--- config.mk ---
export PLATFORM = sky130hd
export DESIGN_NAME = ppu_scroll_address_registers
export DESIGN_NICKNAME = d
export VERILOG_FILES = /design/src/design/psar_pkg.sv /design/src/design/ppu_scroll_address_registers.sv
export VERILOG_INCLUDE_DIRS = /design/src /design/src/design
export SDC_FILE = /design/constraint.sdc
export NUM_CORES = 1
export LEC_CHECK = 0
export ABC_AREA = 0
export BUFFER_PORTS_ARGS = -buffer_cell sky130_fd_sc_hd__buf_2
export CAP_MARGIN = 10
export CORE_MARGIN = 10
export CORE_UTILIZATION = 40
export DETAILED_ROUTE_END_ITERATION = 12
export GPL_TIMING_DRIVEN = 0
export PLACE_DENSITY = 0.61
export SLEW_MARGIN = 5
export SYNTH_ARGS = -nofsm -noshare
export SYNTH_HDL_FRONTEND = slang
export SYNTH_SLANG_ARGS = --single-unit
--- constraint.sdc ---
create_clock -name clk -period 4.7 [get_ports clk]
set_input_delay 0.47 -clock clk [delete_from_list [all_inputs] [get_ports clk]]
set_output_delay 0.47 -clock clk [all_outputs]
set_load 0.005 [all_outputs]
--- src/design/ppu_scroll_address_registers_macros.svh ---
// Assertion macros shared by the scroll and address register design.
`ifndef PPU_SCROLL_ADDRESS_REGISTERS_MACROS_SVH
`define PPU_SCROLL_ADDRESS_REGISTERS_MACROS_SVH

// Checks that a condition seen at one edge is followed by a consequence at the next edge.
`define PSAR_ASSERT_NEXT(label, cond, cons) \
	label: assert property (@(posedge clk) disable iff (!arst_n) (cond) |=> (cons)) \
		else $error("scroll register check failed");

// Checks that an implication holds within the same edge.
`define PSAR_ASSERT_SAME(label, cond, cons) \
	label: assert property (@(posedge clk) disable iff (!arst_n) (cond) |-> (cons)) \
		else $error("scroll register check failed");

`endif

--- src/design/psar_pkg.sv ---
// Package with event codes, bit field constants and the register state type.
package psar_pkg;

	localparam int unsigned ADDR_W = 15;

	typedef logic [2:0] kind_t;

	localparam kind_t KIND_CTRL   = 3'd0;
	localparam kind_t KIND_SCROLL = 3'd1;
	localparam kind_t KIND_ADDR   = 3'd2;
	localparam kind_t KIND_STATUS = 3'd3;
	localparam kind_t KIND_DATA   = 3'd4;
	localparam kind_t KIND_INC_X  = 3'd5;
	localparam kind_t KIND_INC_Y  = 3'd6;

	localparam logic [ADDR_W-1:0] SCROLL_KEEP  = 15'h0C1F;
	localparam logic [ADDR_W-1:0] NT_SEL_CLEAR = 15'h73FF;
	localparam logic [ADDR_W-1:0] STEP_ROW     = 15'd32;
	localparam logic [ADDR_W-1:0] STEP_ONE     = 15'd1;
	localparam logic [4:0]        COARSE_LAST  = 5'd31;
	localparam logic [4:0]        ROW_LAST     = 5'd29;
	localparam logic [2:0]        FINE_Y_LAST  = 3'd7;

	typedef logic [ADDR_W-1:0] addr_t;

	typedef struct packed {
		addr_t      cur;
		addr_t      tmp;
		logic [2:0] fine_x;
		logic       toggle;
		logic       step_by_row;
	} scroll_state_t;

endpackage

--- src/design/ppu_scroll_address_registers.sv ---
// Scroll and address registers of the picture unit: current and temporary address, fine X.
//
// The input channel (in_valid, in_ready, kind, data_byte) carries one event word per
// handshake: a control write, one phase of a scroll or address write, a status read,
// a data-port access, or a rendering coarse-X or Y increment. The output channel
// (out_valid, out_ready, vram_address, temp_address, fine_x_out, second_phase) returns
// one word per event with the registers as they stand after that event.
// An accepted event is registered in the input stage; once the result slot is free or
// being emptied, the short update logic loads the register file, which also serves as
// the result register, and out_valid rises with it. Throughput is one event per cycle
// as long as the receiver takes each result word; the register file is the only loop.
// When the receiver stalls, the result word is held and one more event is still taken
// into the input register; in_ready drops only when both stages are full.
// Reset clears all addresses, fine X, the write toggle and the increment mode, and
// empties both stages. Kind 7 leaves every register unchanged but still returns a word.
module ppu_scroll_address_registers (
	input  logic                  clk,
	input  logic                  arst_n,
	input  logic                  in_valid,
	output logic                  in_ready,
	input  psar_pkg::kind_t       kind,
	input  logic [7:0]            data_byte,
	output logic                  out_valid,
	input  logic                  out_ready,
	output psar_pkg::addr_t       vram_address,
	output psar_pkg::addr_t       temp_address,
	output logic [2:0]            fine_x_out,
	output logic                  second_phase
);
	import psar_pkg::*;

	`include "ppu_scroll_address_registers_macros.svh"

	// Input stage.
	logic       valid_s1;
	kind_t      kind_s1;
	logic [7:0] data_s1;

	// Register file; its contents are also the pending result word.
	scroll_state_t state_q;
	scroll_state_t state_nxt;
	logic          out_valid_q;

	logic advance;
	logic accept;

	// The input stage moves on when the result slot is free or being emptied.
	assign advance  = valid_s1 && (!out_valid_q || out_ready);
	assign in_ready = !valid_s1 || advance;
	assign accept   = in_valid && in_ready;

	always_ff @(posedge clk or negedge arst_n) begin
		if (!arst_n) begin
			valid_s1 <= 1'b0;
		end else if (accept) begin
			valid_s1 <= 1'b1;
		end else if (advance) begin
			valid_s1 <= 1'b0;
		end
	end

	always_ff @(posedge clk or negedge arst_n) begin
		if (!arst_n) begin
			kind_s1 <= KIND_CTRL;
			data_s1 <= 8'h00;
		end else if (accept) begin
			kind_s1 <= kind;
			data_s1 <= data_byte;
		end
	end

	// Event update logic.
	always_comb begin
		logic [4:0]  coarse_y;
		addr_t       tmp_lo;
		addr_t       sum;
		state_nxt = state_q;
		coarse_y  = state_q.cur[9:5];
		tmp_lo    = {state_q.tmp[14:8], data_s1};
		sum       = state_q.cur + (state_q.step_by_row ? STEP_ROW : STEP_ONE);
		unique case (kind_s1)
			KIND_CTRL: begin
				state_nxt.tmp         = (state_q.tmp & NT_SEL_CLEAR) |
					{3'b000, data_s1[1:0], 10'd0};
				state_nxt.step_by_row = data_s1[2];
			end
			KIND_SCROLL: begin
				if (state_q.toggle) begin
					state_nxt.tmp = (state_q.tmp & SCROLL_KEEP) |
						{data_s1[2:0], 2'b00, data_s1[7:3], 5'd0};
				end else begin
					state_nxt.fine_x    = data_s1[2:0];
					state_nxt.tmp[4:0]  = data_s1[7:3];
				end
				state_nxt.toggle = !state_q.toggle;
			end
			KIND_ADDR: begin
				if (state_q.toggle) begin
					state_nxt.tmp = tmp_lo;
					// The current address drops bit 14 of the temporary one.
					state_nxt.cur = {1'b0, tmp_lo[13:0]};
				end else begin
					state_nxt.tmp = {1'b0, data_s1[5:0], state_q.tmp[7:0]};
				end
				state_nxt.toggle = !state_q.toggle;
			end
			KIND_STATUS: begin
				state_nxt.toggle = 1'b0;
			end
			KIND_DATA: begin
				state_nxt.cur = {1'b0, sum[13:0]};
			end
			KIND_INC_X: begin
				if (state_q.cur[4:0] == COARSE_LAST) begin
					state_nxt.cur[4:0] = 5'd0;
					state_nxt.cur[10]  = !state_q.cur[10];
				end else begin
					state_nxt.cur[4:0] = state_q.cur[4:0] + 5'd1;
				end
			end
			KIND_INC_Y: begin
				if (state_q.cur[14:12] != FINE_Y_LAST) begin
					state_nxt.cur[14:12] = state_q.cur[14:12] + 3'd1;
				end else begin
					state_nxt.cur[14:12] = 3'd0;
					// Row 29 is the last visible row and switches the vertical table;
					// row 31 wraps without switching, and row 30 simply steps to 31.
					priority if (coarse_y == ROW_LAST) begin
						state_nxt.cur[9:5] = 5'd0;
						state_nxt.cur[11]  = !state_q.cur[11];
					end else if (coarse_y == COARSE_LAST) begin
						state_nxt.cur[9:5] = 5'd0;
					end else begin
						state_nxt.cur[9:5] = coarse_y + 5'd1;
					end
				end
			end
			default: begin
				state_nxt = state_q;
			end
		endcase
	end

	always_ff @(posedge clk or negedge arst_n) begin
		if (!arst_n) begin
			state_q     <= '0;
			out_valid_q <= 1'b0;
		end else begin
			if (advance) begin
				state_q     <= state_nxt;
				out_valid_q <= 1'b1;
			end else if (out_ready) begin
				out_valid_q <= 1'b0;
			end
		end
	end

	assign out_valid    = out_valid_q;
	assign vram_address = state_q.cur;
	assign temp_address = state_q.tmp;
	assign fine_x_out   = state_q.fine_x;
	assign second_phase = state_q.toggle;

	`PSAR_ASSERT_NEXT(a_status_clears_toggle, advance && kind_s1 == KIND_STATUS, !state_q.toggle)
	`PSAR_ASSERT_NEXT(a_write_flips_toggle,
		advance && (kind_s1 == KIND_SCROLL || kind_s1 == KIND_ADDR),
		state_q.toggle != $past(state_q.toggle))
	`PSAR_ASSERT_NEXT(a_data_access_wraps, advance && kind_s1 == KIND_DATA, !state_q.cur[14])
	`PSAR_ASSERT_NEXT(a_result_follows_advance, advance, out_valid_q)
	`PSAR_ASSERT_SAME(a_no_overwrite_pending, out_valid_q && !out_ready, !advance)

endmodule

==> run_results.csv <==
group,metric,value,unit
clocking,ctsHtreeMaxLevel,2,
power_and_ir_drop,pwr-share-clk,15.8,%
critical_path,cp_data_required_time,4.95,ns
drt,wl_per_cell,17.0,µm
yosys,yosys-top-cells-count,"48 x dfrtp_1, 36 x buf_4, 35 x nand2_1, 17 x o21ai_0, 15 x mux2_2",
die,rows,32,
timing,finalSetupTns,0,ns
clocking,clock_sinks,48,
power_and_ir_drop,static_leakage,1.78,nW
drt,vias,2745,
yosys,dominantRegCellSynth,"dfrtp_1",
clocking,post_cts_buffers,0,
die,die_boundary_width,110,µm
finish,fin_util,48.0,%
drt,drt_wl_total,8540,µm
yosys,synth.most_common_cell,"dfrtp_1",
power_and_ir_drop,switching_share,37.9,%
die,core,7810,µm²
yosys,ys_ff_latch,48,
critical_path,timing.critical_path.arrival,2.40,ns
yosys,netlist_area,3240,µm²
timing,rsz0062_at_grt,"no",
yosys,synth_top_area_cell,"dfrtp_1",
clocking,clock_latency,0.31,ns
yosys,synth_top_cells_by_area,"dfrtp_1 37%, buf_4 8.3%, mux2_2 5.2%",
die,die-area,12100,µm²
timing,clock_skew,0.00964,ns
timing,achievable-frequency,466,MHz
drt,ant_nets,0,
timing,drv_slew,0,
grt,first_global_vias,2655,
yosys,postSynthCellCount,341,
critical_path,start_kind,"flop",
drt,drcViolationCount,0,
drt,drt_first_pass_iters,5,
power_and_ir_drop,seqPwrFrac,37.1,%
power_and_ir_drop,vdd.ir_drop.worst,0.229,mV
timing,timing.max_slew.rel_slack,49.5,%
placed_design,globalplace.congestion,0.892,
finish,insertedDiodeCount,0,
timing,final.period_utilization,45.7,%
clocking,cts-root-to-sink-buffers,2,
finish,fin_nets,424,
grt,grt_pass1_wl,13800,µm
power_and_ir_drop,total_switching_power,741,µW
critical_path,timing.critical_path.to_type,"flop",
finish,n_fill_cell,800,
drt,vias_per_cell,5.47,
yosys,synth-async-reset-ratio,100,%
yosys,yosys_warnings,0,
timing,final-setup-viol-count,0,
clocking,cts.repair.resized,0,
grt,global_route.overflow_total,0,
drt,dr.first_iter.drc_count,177,
clocking,cts-hold-fix-buffers,0,
finish,layout-drive-gt1-share,35.3,%
flow_run,max_cap_violations,0,
finish,final-instance-count-excl-fill,502,
clocking,number_of_buffers_created_by_cts,5,
grt,grt_antenna_before_repair,0,
worst_hold_path,worstHoldPathType,"input pin to asynchronous set/reset pin",
yosys,synth.distinct_cells,63,
timing,timing_hold_violations_final,0,
power_and_ir_drop,comb_power_share,47.2,%
power_and_ir_drop,p_int,1.22,mW
placed_design,post-place-cells,493,
die,initial_core_util,41.5,%
timing,hold_ws,0.0277,ns
yosys,synth.net_count,366,
placed_design,dp.final_hpwl,6220,µm
yosys,synth.top_cell.area_share,37.1,%
yosys,synth_enable_flop_cells,0,
critical_path,worst-setup-path-type,"flop to flop",
timing,min_period,2.15,ns
yosys,postSynthAreaPerCell,9.51,µm²
outcome,result_of_the_run,"finished, final reports clean",
critical_path,critPathMaxFanout,7,
die,die_h,110,µm
yosys,synth_sequential_area_ratio,37.1,%
grt,grtUsageTotal,14.4,%
finish,synthToLayoutAreaGrowth,15.7,%
clocking,cts.clk_slew.worst_paths,0.09,ns
grt,largest_net_degree_at_the_start_of_global_routing,49,
clocking,clock_tree_from_tritoncts,"yes",
clocking,clk_root_buffer_cell,"clkbuf_8",
die,num_io_pins,51,
placed_design,portBuffers,50,
timing,worst_slew_pin_slew,0.752,ns
power_and_ir_drop,pwr_density,522,nW/µm²
## power groups by stage
stage | sequential [mW] | combinational [mW] | clock, mW
after global placement | 0.731 | 0.913 | 0
after detailed placement | 0.732 | 0.933 | 0
final | 0.725 | 0.923 | 0.309
after global routing | 0.751 | 1.03 | 0.344
after floorplan | 0.673 | 0.684 | 0
after CTS | 0.723 | 0.937 | 0.318
## worst max-delay path, cell delays in order, from the launching register on
cell      delay (ns)
dfrtp_1         0.48
ha_1            0.26
and3_1          0.18
ha_1            0.20
and4bb_1        0.40
a22o_1          0.18
nand3_1         0.10
a21oi_2         0.15
o22a_1          0.13
## area by class of cell
class	instances	area [µm²]	share of cell area (%)
multi-input combinational	235	1640	43.8
inverter	9	33.8	0.901
clock buffer	5	68.8	1.83
tap	102	128	3.40
buffer	49	365	9.74
clock inverter	3	42.5	1.13
sequential	48	1200	32.0
timing repair buffer	51	270	7.20
## layout by cell type, fill, tap and decap left out, drive strengths merged, types with 4 or more instances in the layout
master   n
inv      9
nor2    14
and3     6
nand2   37
a22o    11
mux2    16
nor3     4
dfrtp   48
ha      10
nand2b   7
a31oi    7
clkbuf   6
and2     4
xnor2    4
a221oi   4
nand3    9
a22oi    8
o21ai   31
o31ai    5
nand4    4
a21oi   13
buf     99
nor2b    9
## stage by stage
| step | power [mW] | instance area, µm² | setup slack (ns) |
|---|---|---|---|
| floorplan | 1.36 | 3240 | 2.83 |
| global placement | 1.64 | 3620 | 2.63 |
| detailed placement | 1.66 | 3620 | 2.59 |
| CTS | 1.98 | 3730 | 2.55 |
| global route | 2.12 | 3750 | 2.38 |
| finish | 1.96 | 3750 | 2.55 |
## cells by family (layout without fill, tap and decap cells)
family,Yosys count,after routing,synth area share [%]
buf+inv,58,117,12.3
fa+ha+maj,10,10,3.86
flops,48,48,37.1
simple gates,105,105,18.3
mux,18,18,6.18
compound gates,96,96,20.6
xor+xnor,6,6,1.62
## routing by layer
layer / part of all wire [%] / track usage (%) / vias up
li1: - / - / 1329
met1: 46 / 19.7 / 1315
met2: 46 / 22.5 / 89
met3: 6.6 / 3.25 / 12
met4: 1.3 / 3.81 / 0
met5: 0 / 0 / -
## path summary, 6_finish.rpt
check                                start          endpoint  slack (ns)  cells past startpoint
hold reg to reg                       flop              flop        0.49                      2
max in group asynchronous           arst_n  vram_address[12]        4.17                      2
setup reg to reg           vram_address[0]   vram_address[3]        2.55                      8
hold / removal                      arst_n   vram_address[8]        0.03                      1
setup / recovery           vram_address[0]   vram_address[3]        2.55                      8
min in group clk                  in_valid          valid_s1        0.37                      2
Power figures use the tool's default switching activity.
